==> src/rtl/ars_pkg.sv <==
package ars_pkg;

  localparam logic [1:0] REQ_SAMPLE = 2'd0;
  localparam logic [1:0] REQ_CLEAR  = 2'd1;
  localparam logic [1:0] REQ_PRESET = 2'd2;

  typedef enum logic [2:0] {
    ST_IDLE,
    ST_SETUP,
    ST_MUL,
    ST_CHECK,
    ST_DIV,
    ST_FIN,
    ST_DONE
  } state_t;

  typedef struct packed {
    logic load;
    logic mul_step;
    logic div_step;
  } md_ctrl_t;

endpackage

==> src/rtl/auto_range_scaler.sv <==
// channel | direction | handshake             | payload
// in      | input     | in_valid / in_stall   | req_type, sample, target_first/second, presets
// out     | output    | out_valid / out_stall | scaled_out, range_low, range_high
//
// A sample runs a bit-serial shift-add multiply and a restoring divide, SAMPLE_WIDTH+1
// steps each, between one accepted transaction and the next. Quotient overflow skips the
// divide; a zero range skips both; clear, preset and unknown requests go straight to DONE.
// Reset clears tracked range, seed flag, state and output valid.
// in_stall is high while an item is in progress; a result waits in DONE while out is stalled.
module auto_range_scaler #(
  parameter int SAMPLE_WIDTH = 16
) (
  input  logic                           clk,
  input  logic                           rst_n,
  input  logic                           in_valid,
  output logic                           in_stall,
  input  logic [1:0]                     in_req_type,
  input  logic signed [SAMPLE_WIDTH-1:0] in_sample,
  input  logic signed [SAMPLE_WIDTH-1:0] in_target_first,
  input  logic signed [SAMPLE_WIDTH-1:0] in_target_second,
  input  logic signed [SAMPLE_WIDTH-1:0] in_preset_low,
  input  logic signed [SAMPLE_WIDTH-1:0] in_preset_high,
  output logic                           out_valid,
  input  logic                           out_stall,
  output logic signed [SAMPLE_WIDTH-1:0] out_scaled_out,
  output logic signed [SAMPLE_WIDTH-1:0] out_range_low,
  output logic signed [SAMPLE_WIDTH-1:0] out_range_high
);

  localparam int W     = SAMPLE_WIDTH;
  localparam int CNT_W = $clog2(W + 1);
  localparam logic [CNT_W-1:0] LAST = CNT_W'(W);
  localparam logic [W:0] CAP = {1'b1, {W{1'b0}}};

  ars_pkg::state_t   state_r, state_nxt;
  ars_pkg::md_ctrl_t md_ctrl;
  logic [CNT_W-1:0]  cnt_r, cnt_nxt;

  logic                in_acc;
  logic                out_free;
  logic signed [W-1:0] sample_r, t1_r, t2_r, tmin_r;
  logic signed [W-1:0] scaled_r;
  logic                zero_r, ovf_r;
  logic                out_valid_r;
  logic signed [W-1:0] out_scaled_r, out_low_r, out_high_r;

  logic signed [W-1:0] trk_min, trk_max, rng_low, rng_high;
  logic [W:0]          rin, rout, delta;
  logic                first_le;
  logic [W:0]          quot;
  logic                md_ovf;
  logic [W:0]          qc;
  logic signed [W+1:0] sum;
  logic signed [W-1:0] sat_val;

  function automatic logic [W:0] absdiff(logic signed [W-1:0] a, logic signed [W-1:0] b);
    logic [W:0] df;
    df = {a[W-1], a} - {b[W-1], b};
    return df[W] ? (~df + 1'b1) : df;
  endfunction

  assign in_acc   = in_valid && !in_stall;
  assign in_stall = state_r != ars_pkg::ST_IDLE;
  assign out_free = !out_valid_r || !out_stall;

  ars_track #(.W(W)) u_track (
    .clk         (clk),
    .rst_n       (rst_n),
    .upd         (in_acc),
    .req         (in_req_type),
    .sample      (in_sample),
    .preset_low  (in_preset_low),
    .preset_high (in_preset_high),
    .track_min   (trk_min),
    .track_max   (trk_max),
    .range_low   (rng_low),
    .range_high  (rng_high)
  );

  always_comb begin
    first_le = t1_r <= t2_r;
    rin      = absdiff(trk_max, trk_min);
    rout     = absdiff(t2_r, t1_r);
    delta    = first_le ? absdiff(sample_r, trk_min) : absdiff(sample_r, trk_max);
  end

  ars_muldiv #(.W(W)) u_muldiv (
    .clk     (clk),
    .ctrl    (md_ctrl),
    .mul_a   (delta),
    .mul_b   (rout),
    .divisor (rin),
    .quot    (quot),
    .ovf     (md_ovf)
  );

  always_comb begin
    if (zero_r)                  qc = '0;
    else if (ovf_r || quot > CAP) qc = CAP;
    else                         qc = quot;
    sum = $signed({1'b0, qc}) + $signed({{2{tmin_r[W-1]}}, tmin_r});
    if (!sum[W+1] && (sum[W:W-1] != 2'b00))     sat_val = {1'b0, {(W-1){1'b1}}};
    else if (sum[W+1] && (sum[W:W-1] != 2'b11)) sat_val = {1'b1, {(W-1){1'b0}}};
    else                                         sat_val = sum[W-1:0];
  end

  always_comb begin
    state_nxt = state_r;
    cnt_nxt   = cnt_r;
    md_ctrl   = '0;
    unique case (state_r)
      ars_pkg::ST_IDLE: begin
        if (in_acc) begin
          state_nxt = (in_req_type == ars_pkg::REQ_SAMPLE) ? ars_pkg::ST_SETUP
                                                           : ars_pkg::ST_DONE;
        end
      end
      ars_pkg::ST_SETUP: begin
        md_ctrl.load = 1'b1;
        cnt_nxt      = '0;
        state_nxt    = (rin == '0) ? ars_pkg::ST_FIN : ars_pkg::ST_MUL;
      end
      ars_pkg::ST_MUL: begin
        md_ctrl.mul_step = 1'b1;
        cnt_nxt          = cnt_r + 1'b1;
        if (cnt_r == LAST) state_nxt = ars_pkg::ST_CHECK;
      end
      ars_pkg::ST_CHECK: begin
        cnt_nxt   = '0;
        state_nxt = md_ovf ? ars_pkg::ST_FIN : ars_pkg::ST_DIV;
      end
      ars_pkg::ST_DIV: begin
        md_ctrl.div_step = 1'b1;
        cnt_nxt          = cnt_r + 1'b1;
        if (cnt_r == LAST) state_nxt = ars_pkg::ST_FIN;
      end
      ars_pkg::ST_FIN: begin
        state_nxt = ars_pkg::ST_DONE;
      end
      ars_pkg::ST_DONE: begin
        if (out_free) state_nxt = ars_pkg::ST_IDLE;
      end
      default: state_nxt = ars_pkg::ST_IDLE;
    endcase
  end

  always_ff @(posedge clk) begin
    if (!rst_n) begin
      state_r     <= ars_pkg::ST_IDLE;
      cnt_r       <= '0;
      out_valid_r <= 1'b0;
    end else begin
      state_r <= state_nxt;
      cnt_r   <= cnt_nxt;
      if (state_r == ars_pkg::ST_DONE && out_free) out_valid_r <= 1'b1;
      else if (!out_stall)                         out_valid_r <= 1'b0;
    end
  end

  always_ff @(posedge clk) begin
    if (in_acc) begin
      sample_r <= in_sample;
      t1_r     <= in_target_first;
      t2_r     <= in_target_second;
      scaled_r <= '0;
    end
    if (state_r == ars_pkg::ST_SETUP) begin
      tmin_r <= first_le ? t1_r : t2_r;
      zero_r <= rin == '0;
      ovf_r  <= 1'b0;
    end
    if (state_r == ars_pkg::ST_CHECK) ovf_r <= md_ovf;
    if (state_r == ars_pkg::ST_FIN) scaled_r <= sat_val;
    if (state_r == ars_pkg::ST_DONE && out_free) begin
      out_scaled_r <= scaled_r;
      out_low_r    <= rng_low;
      out_high_r   <= rng_high;
    end
  end

  assign out_valid      = out_valid_r;
  assign out_scaled_out = out_scaled_r;
  assign out_range_low  = out_low_r;
  assign out_range_high = out_high_r;

`ifndef SYNTH
  a_range_ordered: assert property (@(posedge clk) disable iff (!rst_n)
    out_valid |-> (out_range_low <= out_range_high))
    else $error("result range not ordered");

  a_nonsample_zero: assert property (@(posedge clk) disable iff (!rst_n)
    in_acc && (in_req_type != ars_pkg::REQ_SAMPLE)
      |=> (state_r == ars_pkg::ST_DONE) && (scaled_r == '0))
    else $error("clear/preset/unknown request did not give zero");

  a_div_rem_bound: assert property (@(posedge clk) disable iff (!rst_n)
    (state_r == ars_pkg::ST_DIV) |-> !md_ovf)
    else $error("divide remainder not below divisor");

  a_mul_len: assert property (@(posedge clk) disable iff (!rst_n)
    (state_r == ars_pkg::ST_MUL) && (cnt_r == LAST) |=> (state_r == ars_pkg::ST_CHECK))
    else $error("multiply pass length wrong");
`endif

endmodule

==> src/rtl/ars_track.sv <==
module ars_track #(
  parameter int W = 16
) (
  input  logic                clk,
  input  logic                rst_n,
  input  logic                upd,
  input  logic [1:0]          req,
  input  logic signed [W-1:0] sample,
  input  logic signed [W-1:0] preset_low,
  input  logic signed [W-1:0] preset_high,
  output logic signed [W-1:0] track_min,
  output logic signed [W-1:0] track_max,
  output logic signed [W-1:0] range_low,
  output logic signed [W-1:0] range_high
);

  logic signed [W-1:0] min_r, min_nxt;
  logic signed [W-1:0] max_r, max_nxt;
  logic                seeded_r, seeded_nxt;

  always_comb begin
    min_nxt    = min_r;
    max_nxt    = max_r;
    seeded_nxt = seeded_r;
    if (upd) begin
      unique case (req)
        ars_pkg::REQ_SAMPLE: begin
          if (!seeded_r && (min_r == max_r)) begin
            min_nxt    = sample;
            max_nxt    = sample;
            seeded_nxt = 1'b1;
          end else begin
            if (sample < min_r) min_nxt = sample;
            if (sample > max_r) max_nxt = sample;
          end
        end
        ars_pkg::REQ_CLEAR: begin
          min_nxt    = '0;
          max_nxt    = '0;
          seeded_nxt = 1'b0;
        end
        ars_pkg::REQ_PRESET: begin
          min_nxt = preset_low;
          max_nxt = preset_high;
        end
        default: ;
      endcase
    end
  end

  always_ff @(posedge clk) begin
    if (!rst_n) begin
      min_r    <= '0;
      max_r    <= '0;
      seeded_r <= 1'b0;
    end else begin
      min_r    <= min_nxt;
      max_r    <= max_nxt;
      seeded_r <= seeded_nxt;
    end
  end

  assign track_min  = min_r;
  assign track_max  = max_r;
  assign range_low  = (min_r <= max_r) ? min_r : max_r;
  assign range_high = (min_r <= max_r) ? max_r : min_r;

endmodule

==> src/rtl/ars_muldiv.sv <==
module ars_muldiv #(
  parameter int W = 16
) (
  input  logic             clk,
  input  ars_pkg::md_ctrl_t ctrl,
  input  logic [W:0]       mul_a,
  input  logic [W:0]       mul_b,
  input  logic [W:0]       divisor,
  output logic [W:0]       quot,
  output logic             ovf
);

  // {hi,lo} is the product after the multiply pass, then remainder/quotient
  logic [W:0]   hi_r;
  logic [W:0]   lo_r;
  logic [W:0]   mul_b_r;
  logic [W:0]   div_r;
  logic [W+1:0] msum;
  logic [W+1:0] dtrial;
  logic [W+1:0] ddiff;
  logic         dge;
  logic [W:0]   dnext;

  always_comb begin
    msum   = {1'b0, hi_r} + (lo_r[0] ? {1'b0, mul_b_r} : '0);
    dtrial = {hi_r, lo_r[W]};
    ddiff  = dtrial - {1'b0, div_r};
    dge    = dtrial >= {1'b0, div_r};
    dnext  = dge ? ddiff[W:0] : dtrial[W:0];
  end

  always_ff @(posedge clk) begin
    if (ctrl.load) begin
      hi_r    <= '0;
      lo_r    <= mul_a;
      mul_b_r <= mul_b;
      div_r   <= divisor;
    end else if (ctrl.mul_step) begin
      hi_r <= msum[W+1:1];
      lo_r <= {msum[0], lo_r[W:1]};
    end else if (ctrl.div_step) begin
      hi_r <= dnext;
      lo_r <= {lo_r[W-1:0], dge};
    end
  end

  assign quot = lo_r;
  assign ovf  = hi_r >= div_r;

endmodule

==> config.mk <==
export PLATFORM = sky130hd
export DESIGN_NAME = auto_range_scaler
export DESIGN_NICKNAME = d
export VERILOG_FILES = /design/src/rtl/ars_pkg.sv /design/src/rtl/auto_range_scaler.sv /design/src/rtl/ars_track.sv /design/src/rtl/ars_muldiv.sv
export SDC_FILE = /design/constraint.sdc
export NUM_CORES = 1
export LEC_CHECK = 0
export ABC_CLOCK_PERIOD_IN_PS = 6000
export CAP_MARGIN = 20
export CORE_UTILIZATION = 55
export CTS_CLUSTER_SIZE = 16
export DETAILED_ROUTE_END_ITERATION = 7
export DONT_BUFFER_PORTS = 1
export PLACE_DENSITY = 0.7
export RECOVER_POWER = 100
export SYNTH_ARGS = -nofsm -noshare
export SYNTH_HDL_FRONTEND = slang
export SYNTH_SLANG_ARGS = --single-unit
==> constraint.sdc <==
create_clock -name clk -period 6 [get_ports clk]
set_clock_uncertainty 0.05 [all_clocks]
set_input_delay 0.9 -clock clk [delete_from_list [all_inputs] [get_ports clk]]
set_output_delay 0.9 -clock clk [all_outputs]
set_load 0.05 [all_outputs]
# Word level (Yosys, flattened, before mapping)
# Cells that the tools add are included.
# W data, S select, Z words.
dict set report totals {
  ff_bits 240
  in_bits 86
  word_cells 138
}
dict set report op_classes {
  addsub 12
  n_lt_le_gt_ge 7
  eq_ne 19
  mux 45
  n_bitwise 4
  reduce_logical 30
}
# operator count
set ops {}
lappend ops {{$mux W17} 13}
lappend ops {{$mux W16} 12}
lappend ops {{$pmux W16 S3} 2}
lappend ops {{$add A17 B1 Y17 const B} 4}
lappend ops {{$not A17 Y17} 4}
lappend ops {{$sub A16 B16 Y17} 4}
lappend ops {{$le A16 B16 Y1} 2}
lappend ops {{$pmux W3 S7} 1}
lappend ops {{$add A17 B17 Y18} 1}
lappend ops {{$add A18 B16 Y18} 1}
lappend ops {{$ge A18 B17 Y1} 1}
lappend ops {{$mux W3} 6}
lappend ops {{$ge A17 B17 Y1} 1}
lappend ops {{$gt A17 B17 Y1 const B} 1}
lappend ops {{$logic_not A17 Y1} 1}
lappend ops {{$sub A17 B17 Y17} 1}
lappend ops {{$eq A16 B16 Y1} 1}
lappend ops {{$gt A16 B16 Y1} 1}
lappend ops {{$lt A16 B16 Y1} 1}
lappend ops {{$reduce_bool A2 Y1} 6}
lappend ops {{$ne A2 B2 Y1 const B} 5}
lappend ops {{$pmux W5 S2} 1}
lappend ops {{$eq A3 B3 Y1 const B} 3}
lappend ops {{$mux W1} 9}
lappend ops {{18 further kinds} 35}

# Longest topological paths before layout
# Gate-level depths: netlist (run 1).
dict set report depth {
  ltp_word 10
  depth_mapped 21
}

# By module
# From an unflattened synthesis (run 1), not the netlist that was laid out.
dict set report hier_totals {
  cells_unflattened 2019
  area_unflattened_um2 18766.7
}
# mod n_inst cells_per_inst area_each_um2 seq_area_each_um2
set by_module_without_submodules {}
lappend by_module_without_submodules {auto_range_scaler 1 1194 11103.1 4083.9}
lappend by_module_without_submodules {ars_muldiv 1 479 4702.0 1871.8}
lappend by_module_without_submodules {ars_track 1 346 2961.6 660.6}

# Worst setup path before layout (run 1)
# Ideal clock, no wire load.
dict set report synth_timing {
  path_kind {register to register}
  startpoint {register state_r[1]}
  endpoint {register out_high_r[0] (netlist: out_range_high[0]), enable pin}
  setup_ns 0.469
  arrival_ns 3.915
  setup_slack_ns 1.565
  stages_incl_launch_ff 7
  path_buffers 4
  synth_period_minus_slack_ns 4.435
  path_cell_list {dfxtp_1 clkbuf_1 clkbuf_1 clkbuf_1 buf_1 nand2_1 a21oi_1}
}
dict set report synth_via {
  elab_chain_cells 2
}
# element line_no
set synth_rtl {}
lappend synth_rtl {{start: declaration} auto_range_scaler.sv:35} ;# ars_pkg::state_t state_r, state_nxt;
lappend synth_rtl {{start signal: assignment} auto_range_scaler.sv:149} ;# state_r <= ars_pkg::ST_IDLE;
lappend synth_rtl {{start signal: assignment} auto_range_scaler.sv:153} ;# state_r <= state_nxt;
lappend synth_rtl {{$eq A3 B3 Y1} auto_range_scaler.sv:174} ;# if (state_r == ars_pkg::ST_DONE && out_free) begin
lappend synth_rtl {{$logic_and A1 B1 Y1} auto_range_scaler.sv:174}
lappend synth_rtl {{end signal: assignment} auto_range_scaler.sv:177} ;# out_high_r <= rng_high;
lappend synth_rtl {{end: declaration} auto_range_scaler.sv:45} ;# logic signed [W-1:0] out_scaled_r, out_low_r, out_high_r;
# Every way passes these cells.
# A chain may end at the register's enable or synchronous reset.

# Worst setup path in the final report (run 1)
dict set report layout_timing {
  startpoint {register u_track.min_r[1] (netlist: u_track.track_min[1])}
  endpoint {register out_low_r[2] (netlist: out_range_low[2]) (data pin)}
}
dict set report layout_via {
  elab_chain_cells 2
}
# element line_no
set layout_rtl {}
lappend layout_rtl {{start: declaration} ars_track.sv:17} ;# logic signed [W-1:0] min_r, min_nxt;
lappend layout_rtl {{start signal: assignment} ars_track.sv:57} ;# min_r <= min_nxt;
lappend layout_rtl {{$le A16 B16 Y1} ars_track.sv:65} ;# assign range_low = (min_r <= max_r) ? min_r : max_r;
lappend layout_rtl {{$mux W16} ars_track.sv:65}
lappend layout_rtl {{net rng_low[2]} auto_range_scaler.sv:47} ;# logic signed [W-1:0] trk_min, trk_max, rng_low, rng_high;
lappend layout_rtl {{end signal: assignment} auto_range_scaler.sv:176} ;# out_low_r <= rng_low;
lappend layout_rtl {{end: declaration} auto_range_scaler.sv:45}
# The timed path passes the listed nets, and every way through them passes these cells.

==> flow_summary_export.csv, run 1 <==
group,metric,value,unit
synth,muxShareOfSynthArea,0.03190,
sta,max_freq,178.7,MHz
critical_path,worst_path_most_repeated_cell,"sky130_fd_sc_hd__o21ai_0",
cts,max-clock-path-buffers,3,
cts,clkTransAtPathRegs,0.06,ns
run,max_cap_violations,6,
drt,count_of_antenna_violating_nets_left_after_detailed_routing,0,
synth,synthesis.nets,2236,
global_route,track_usage,0.2786,
sta,final_critical_path_setup_slack,0.4056,ns
synth,synth-compound-area-share,0.1907,
drt,remaining_drc_errors,0,
critical_path,cp_data_arrival_time,5.81,ns
cts,ctsResizeCount,0,
drt,drt_pass1_iterations,5,
pwr,seqPwrFrac,0.245,
synth,post_synth_num_cell_types,83,
cts,postCtsSetupRepairBufs,0,
synth,postSynthAreaPerCell,9.188,µm²
place,dp_hpwl,36.37,mm
sta,worst_pin_slew,2.797,ns
critical_path,path_class,"flip-flop to flip-flop",
critical_path,timing.critical_path.slowest_cell_delay,1.86,ns
final_layout,post_route_design_area,19520,µm²
sta,finalSetupViolations,0,
critical_path,crit_path_top_delay_cell,"sky130_fd_sc_hd__mux2i_1",
synth,syn_inst,1968,
place,gp_routability_congestion,0.9564,
drt,route.detailed.wl_per_inst,19.62,µm
synth,synth.yosys.seq_area_share,0.3659,
drt,avgViaCountPerCell,6.072,
cts,cts-root-buf,"sky130_fd_sc_hd__clkbuf_16",
cts,h-tree-depth,1,
final_layout,area.growth.synth_to_final,7.951,%
pwr,power_density,652.7,nW/µm²
pwr,internal-power,6.798,mW
synth,synth_enable_flop_cells,181,
synth,ys_warn_count,0,
synth,post_synthesis_simple_gate_area_fraction,0.1706,
die,die_height,183.3,µm
cts,postCtsHoldBufs,0,
pwr,switching_power,5.943,mW
drt,via_count,14670,
sta,period_needed,5.594,ns
global_route,grt_pass1_vias,13610,
drt,drt-initial-drc-count,1273,
place,placement.cell_area,18570,µm²
global_route,maximum_number_of_pins_on_one_net_before_global_route_repair,57,
critical_path,launching_element_type_of_the_critical_path,"flip-flop",
synth,yosys.area_share.xor_xnor,0.07217,
final_layout,finish.utilization,0.6015,
critical_path,cp.required,6.22,ns
final_layout,drive_above_1_share,0.04866,
synth,synth.cell_area,18080,µm²
pwr,p_leak,7.646,nW
pwr,worst_vdd_drop,0.3535,mV
synth,yosys.area_share.adder,0.1299,
global_route,global_route.overflow_total,0,
die,rows,66,
final_layout,nets,2218,
cts,tritoncts,"built",
status,run_status,"finished with violations",
critical_path,critical_path.cell_chain,"inv_1 > ha_1 > nor2b_1 > o2111a_1 > nor4_1 > o21ai_0 > a31oi_1 > o211ai_1 > mux2i_1 > clkbuf_1 > o21ai_0",
drt,routed_wirelength,47.38,mm
cts,tritoncts_num_sinks,240,
sta,worst_hold_slack,0.3659,ns
sta,period_share,0.9324,
pwr,clk_pwr_share,0.148,
sta,setup_tns,0,ns
cts,worst_skew_pair.late_latency,0.57,ns
cts,cts-buffers-inserted,29,
pwr,comb_power_share,0.607,
place,pre_cts_ws,0.3541,ns
die,num_io_pins,136,
sta,timing_max_transition_violations_final,194,
worst_hold_path,hold_class,"flip-flop to flip-flop",
place,io_buffer_count,0,
global_route,grt_pass1_wl,73.95,mm
critical_path,cp-end-kind,"flip-flop",
sta,max_slew_margin,-0.8792,
sta,hold_violations,0,
status,violations,"max-capacitance violations, max-slew violations",
pwr,power.share.switching,0.4664,
sta,rsz0062_at_grt,"false",
die,initial_utilization,0.5572,
critical_path,worst-path-max-fanout,37,
synth,combinational_family_with_the_most_area_after_synthesis,"compound AO/OA/AOI/OAI gates",
global_route,antenna_found_initial,1,
final_layout,num_antenna_cells,0,
die,design.die.area,33610,µm²
synth,postSynthRegisterBits,240,
die,die_width,183.3,µm
die,fp.coreArea,32450,µm²
synth,synthFlopType,"sky130_fd_sc_hd__edfxtp_1",
synth,postSynth.asyncResetShare,0,
## critical path: cells and delay by family, from the launching register on
kind / cells / cell delay (ns)
compound gates: 5 / 1.22
simple gates: 2 / 0.60
mux: 1 / 1.86
flops: 1 / 0.31
fa+ha+maj: 1 / 0.35
buf+inv: 2 / 0.87
## synth_stat cells, types with 5 or more instances
cell type	n	area, µm²
sky130_fd_sc_hd__o31ai_1	11	82.58
sky130_fd_sc_hd__mux2_2	21	236.5
sky130_fd_sc_hd__o21a_1	26	195.2
sky130_fd_sc_hd__fa_1	7	140.1
sky130_fd_sc_hd__and2_1	42	262.8
sky130_fd_sc_hd__o21ai_0	115	575.6
sky130_fd_sc_hd__nand4_1	20	125.1
sky130_fd_sc_hd__or2_2	7	43.79
sky130_fd_sc_hd__o22ai_1	16	100.1
sky130_fd_sc_hd__buf_1	5	18.77
sky130_fd_sc_hd__nor2b_1	48	300.3
sky130_fd_sc_hd__nand2b_1	26	162.7
sky130_fd_sc_hd__nor2_1	157	589.3
sky130_fd_sc_hd__and3_1	25	156.4
sky130_fd_sc_hd__a21o_1	33	247.7
sky130_fd_sc_hd__o2111a_1	5	56.30
sky130_fd_sc_hd__o31a_1	7	61.31
sky130_fd_sc_hd__o21bai_1	8	60.06
sky130_fd_sc_hd__nor3_1	49	245.2
sky130_fd_sc_hd__o41ai_1	6	52.55
sky130_fd_sc_hd__nand2_1	152	570.6
sky130_fd_sc_hd__dfxtp_1	59	1181
sky130_fd_sc_hd__xnor2_1	86	753.2
sky130_fd_sc_hd__clkbuf_1	59	221.5
sky130_fd_sc_hd__a22oi_1	5	37.54
sky130_fd_sc_hd__or3_1	16	100.1
sky130_fd_sc_hd__inv_1	118	442.9
sky130_fd_sc_hd__edfxtp_1	181	5435
sky130_fd_sc_hd__a211oi_1	66	495.5
sky130_fd_sc_hd__a221oi_1	7	61.31
sky130_fd_sc_hd__a21oi_1	149	745.7
sky130_fd_sc_hd__a211o_1	7	61.31
sky130_fd_sc_hd__o211ai_1	10	75.07
sky130_fd_sc_hd__nand3_1	31	155.2
sky130_fd_sc_hd__mux2i_1	34	340.3
sky130_fd_sc_hd__ha_1	175	2190
sky130_fd_sc_hd__a31oi_1	21	131.4
sky130_fd_sc_hd__nor4_1	18	112.6
sky130_fd_sc_hd__xor2_1	63	551.8
## final cells by class
cell class | count | area, µm²
clock buffers | 35 | 758.2
clock inverters | 19 | 270.3
fillers | 2850 | 12930
inverters | 119 | 446.7
multi-input cells | 1542 | 10760
flip-flops and latches | 240 | 6616
well taps | 442 | 553.0
repair buffers | 18 | 118.9
## power by group through the flow
stage / Sequential (mW) / Combinational (mW) / Clock, mW
2_1_floorplan: 2.94 / 6.06 / 0
3_3_place_gp: 3.11 / 7.55 / 0
3_5_place_dp: 3.13 / 7.70 / 0
4_1_cts: 3.10 / 7.75 / 1.92
5_1_grt: 3.17 / 8.53 / 1.98
6_report: 3.12 / 7.73 / 1.89
## flip-flops by register name (all words and copies together) (netlist names), 3 cells and up
register,flops
t1_r,16
sample_r,16
out_range_high,16
state_r,3
u_muldiv.quot,17
out_range_low,16
cnt_r,5
u_muldiv.hi_r,17
u_muldiv.mul_b_r,17
scaled_r,16
t2_r,16
out_scaled_out,16
u_track.track_max,16
tmin_r,16
u_track.track_min,16
u_muldiv.div_r,17
## stage by stage
| step | total power, mW | cells |
|---|---|---|
| floorplan | 8.998 | 1968 |
| global placement | 10.66 | 2357 |
| detailed placement | 10.83 | 2358 |
| CTS | 12.76 | 2412 |
| global route | 13.68 | 2415 |
| finish | 12.74 | 2415 |
## final timing paths
path / from / endpoint / slack [ns] / cells past startpoint
hold reg to reg: scaled_r[9]$_SDFFCE_PN0P_ / out_scaled_out[9]$_DFFE_PP_ / 0.37 / 0
setup / recovery: u_track.track_min[1]$_SDFFE_PN0P_ / out_range_low[2]$_DFFE_PP_ / 0.41 / 11
setup reg to reg: u_track.track_min[1]$_SDFFE_PN0P_ / out_range_low[2]$_DFFE_PP_ / 0.41 / 11
hold / removal: scaled_r[9]$_SDFFCE_PN0P_ / out_scaled_out[9]$_DFFE_PP_ / 0.37 / 0
## metal layers
metal | share of wire | wire [µm] | vias to the layer above | track usage
li1 | - | - | 7219 | -
met1 | 0.46 | 21780 | 6966 | 0.3983
met2 | 0.46 | 21770 | 413 | 0.4471
met3 | 0.060 | 2864 | 65 | 0.03674
met4 | 0.020 | 942 | 2 | 0.06500
met5 | 0.00027 | 13 | - | 0
## cell families (layout without fill, tap and decap cells)
group,after synthesis,after routing
adder cells (fa/ha/maj),184,184
AND/OR/NAND/NOR,619,619
flip-flops,240,240
multiplexers,55,55
buffers and inverters,186,191
AO/OA/AOI/OAI,535,535
XOR/XNOR,149,149
## cell usage in the layout, fill, tap and decap left out, types with 8 or more instances in the layout
cell type / count
sky130_fd_sc_hd__clkbuf_16: 29
sky130_fd_sc_hd__nor4_1: 18
sky130_fd_sc_hd__edfxtp_1: 181
sky130_fd_sc_hd__or3_1: 17
sky130_fd_sc_hd__nand2_1: 152
sky130_fd_sc_hd__nor3_1: 49
sky130_fd_sc_hd__mux2_2: 20
sky130_fd_sc_hd__nor2_1: 156
sky130_fd_sc_hd__and3_1: 26
sky130_fd_sc_hd__mux2i_1: 34
sky130_fd_sc_hd__a211oi_1: 66
sky130_fd_sc_hd__inv_1: 118
sky130_fd_sc_hd__and2_1: 38
sky130_fd_sc_hd__nand4_1: 20
sky130_fd_sc_hd__dfxtp_1: 59
sky130_fd_sc_hd__o21bai_1: 8
sky130_fd_sc_hd__clkbuf_1: 15
sky130_fd_sc_hd__nor2b_1: 48
sky130_fd_sc_hd__o21ai_0: 116
sky130_fd_sc_hd__nand3_1: 31
sky130_fd_sc_hd__o211ai_1: 11
sky130_fd_sc_hd__o31ai_1: 10
sky130_fd_sc_hd__o22ai_1: 16
sky130_fd_sc_hd__a21oi_1: 149
sky130_fd_sc_hd__xnor2_1: 86
sky130_fd_sc_hd__xor2_1: 63
sky130_fd_sc_hd__a31oi_1: 21
sky130_fd_sc_hd__o21a_1: 26
sky130_fd_sc_hd__ha_1: 175
sky130_fd_sc_hd__nand2b_1: 26
sky130_fd_sc_hd__a21o_1: 33
Note: power is estimated with default switching activity, not from simulation.
==> run 2, diff against run 1 <==
- REMOVE_ABC_BUFFERS: not set -> 1
==> flow_summary_export.csv, run 2 (synthesis gave the netlist of run 1 again) <==
group,metric,value,unit
final_layout,most-common-layout-cells,"sky130_fd_sc_hd__edfxtp_1 (181), sky130_fd_sc_hd__ha_1 (175), sky130_fd_sc_hd__nor2_1 (157)",
drt,count_of_antenna_violating_nets_left_after_detailed_routing,0,
cts,cts-buffers-inserted,28,
global_route,grt_pass1_wl,74.14,mm
sta,period_needed,5.476,ns
cts,postCtsHoldBufs,0,
pwr,p_leak,7.620,nW
global_route,maximum_number_of_pins_on_one_net_before_global_route_repair,64,
place,dp_hpwl,36.07,mm
cts,postCtsSetupRepairBufs,0,
final_layout,finish.utilization,0.5989,
global_route,grt_pass1_vias,13990,
pwr,clk_pwr_share,0.138,
critical_path,r2r_end,"state_r[2]$_SDFFE_PN0P_",
sta,timing_max_transition_violations_final,267,
final_layout,area.growth.synth_to_final,7.487,%
drt,remaining_drc_errors,0,
final_layout,seq_area,6616,µm²
critical_path,reg2reg_depth,13,
place,io_buffer_count,0,
die,initial_utilization,0.5572,
final_layout,nets,2220,
drt,routed_wirelength,46.99,mm
sta,max_slew_margin,-0.9182,
status,violations,"max-capacitance violations, max-slew violations",
sta,finalSetupViolations,0,
die,num_io_pins,136,
final_layout,fillers,2841,
pwr,worst_vdd_drop,0.3098,mV
critical_path,cp-end-kind,"flip-flop",
critical_path,r2r_slack,0.52,ns
pwr,comb_power_share,0.618,
pwr,seqPwrFrac,0.244,
critical_path,cp.required,6.43,ns
critical_path,cp_top_delay_family,"simple AND/OR/NAND/NOR gates",
critical_path,timing.critical_path.slowest_cell_delay,1.02,ns
final_layout,multiInputGateArea,10750,µm²
die,die_height,183.3,µm
cts,h-tree-depth,1,
sta,worst_pin_slew,2.855,ns
global_route,global_route.overflow_total,0,
final_layout,leading_cell_type_in_the_layout_fill_and_taps_excluded,"sky130_fd_sc_hd__edfxtp_1",
critical_path,timing.rr.start,"u_track.track_min[1]$_SDFFE_PN0P_",
cts,clkTransAtPathRegs,0.06,ns
place,gp_routability_congestion,0.9605,
drt,route.detailed.wl_per_inst,19.46,µm
global_route,antenna_found_initial,1,
pwr,power.share.switching,0.4728,
die,die_width,183.3,µm
drt,avgViaCountPerCell,6.083,
sta,setup_tns,0,ns
critical_path,launching_element_type_of_the_critical_path,"flip-flop",
cts,max-clock-path-buffers,3,
sta,hold_violations,0,
critical_path,cp_data_arrival_time,5.91,ns
final_layout,drive_above_1_share,0.04663,
pwr,power_density,651.0,nW/µm²
cts,worst_skew_pair.late_latency,0.57,ns
critical_path,critical_path.n_buffers_inverters,1,
cts,tritoncts_num_sinks,240,
pwr,design_power_total,12.65,mW
die,rows,66,
drt,via_count,14690,
drt,drt_pass1_iterations,5,
cts,tritoncts,"built",
run,max_cap_violations,7,
critical_path,critical_path.endpoint,"state_r[2]$_SDFFE_PN0P_",
critical_path,crit_cells,13,
status,run_status,"finished with violations",
die,design.die.area,33610,µm²
critical_path,crit_path_top_delay_cell,"sky130_fd_sc_hd__a311oi_1",
pwr,switching_power,5.982,mW
cts,ctsResizeCount,0,
final_layout,num_antenna_cells,0,
sta,rsz0062_at_grt,"false",
drt,drt-initial-drc-count,1057,
critical_path,critical_path.cell_chain,"inv_1 > ha_1 > nor2b_1 > o21ai_0 > a311oi_1 > or4b_1 > nor4b_1 > a41oi_1 > xor2_1 > nor3b_1 > nand4_1 > or3_1 > o211ai_1",
worst_hold_path,hold_class,"flip-flop to flip-flop",
sta,period_share,0.9126,
pwr,internal-power,6.670,mW
sta,max_freq,182.6,MHz
cts,cts-root-buf,"sky130_fd_sc_hd__clkbuf_16",
global_route,track_usage,0.2780,
critical_path,path_class,"flip-flop to flip-flop",
critical_path,timing.critical_path.from,"u_track.track_min[1]$_SDFFE_PN0P_",
die,fp.coreArea,32450,µm²
critical_path,worst-path-max-fanout,7,
==> run 2: worst register-to-register path: cells and delay by family, from the launching register on <==
family / cells / cell delay, ns
xor+xnor: 1 / 0.26
simple gates: 6 / 2.58
fa+ha+maj: 1 / 0.41
flops: 1 / 0.32
buf+inv: 1 / 0.20
compound gates: 4 / 1.57
==> run 2: layout make-up <==
| cell class | count | share of cell area |
|---|---|---|
| clock buffers | 34 | 0.03933 |
| clock inverters | 17 | 0.009013 |
| inverters | 119 | 0.02298 |
| multi-input cells | 1542 | 0.5530 |
| flip-flops and latches | 240 | 0.3404 |
| well taps | 442 | 0.02845 |
| repair buffers | 21 | 0.006824 |
==> run 2: power by group through the flow <==
stage / clock network (mW) / logic, mW / registers [mW]
floorplan: 0 / 5.93 / 2.99
global placement: 0 / 7.65 / 3.09
detailed placement: 0 / 7.79 / 3.11
CTS: 1.78 / 7.84 / 3.08
global route: 1.84 / 8.65 / 3.15
finish: 1.75 / 7.81 / 3.09
==> run 2: worst min-delay path by stage <==
stage                                    startpoint                           to  slack, ns  depth (start not counted)
after floorplan           scaled_r[0]$_SDFFCE_PN0P_  out_scaled_out[0]$_DFFE_PP_       0.35                          0
after global placement    scaled_r[2]$_SDFFCE_PN0P_  out_scaled_out[2]$_DFFE_PP_       0.36                          0
after detailed placement  scaled_r[2]$_SDFFCE_PN0P_  out_scaled_out[2]$_DFFE_PP_       0.35                          0
after CTS                       in_target_second[4]            t2_r[4]$_DFFE_PP_       0.36                          0
after global routing                   in_sample[5]        sample_r[5]$_DFFE_PP_       0.36                          0
final                     scaled_r[2]$_SDFFCE_PN0P_  out_scaled_out[2]$_DFFE_PP_       0.37                          0
==> run 2: through the flow <==
stage                     hold WS [ns]  instances  area, µm²  setup WS, ns
after floorplan                 0.3503       1901      17830         1.277
after global placement          0.3607       2360      18580        0.7964
after detailed placement        0.3545       2360      18580        0.6119
after CTS                       0.3575       2411      19520        0.5748
after global routing            0.3602       2415      19440        0.1333
final                           0.3663       2415      19440        0.5244
==> run 2: metal layers <==
layer	vias to the layer above	wire length (µm)	GRT usage	part of all wire
met4	0	1039	0.07867	0.022
li1	7225	-	-	-
met5	-	0	0	0
met3	68	2961	0.03535	0.063
met1	6944	21240	0.3817	0.45
met2	454	21740	0.4599	0.46
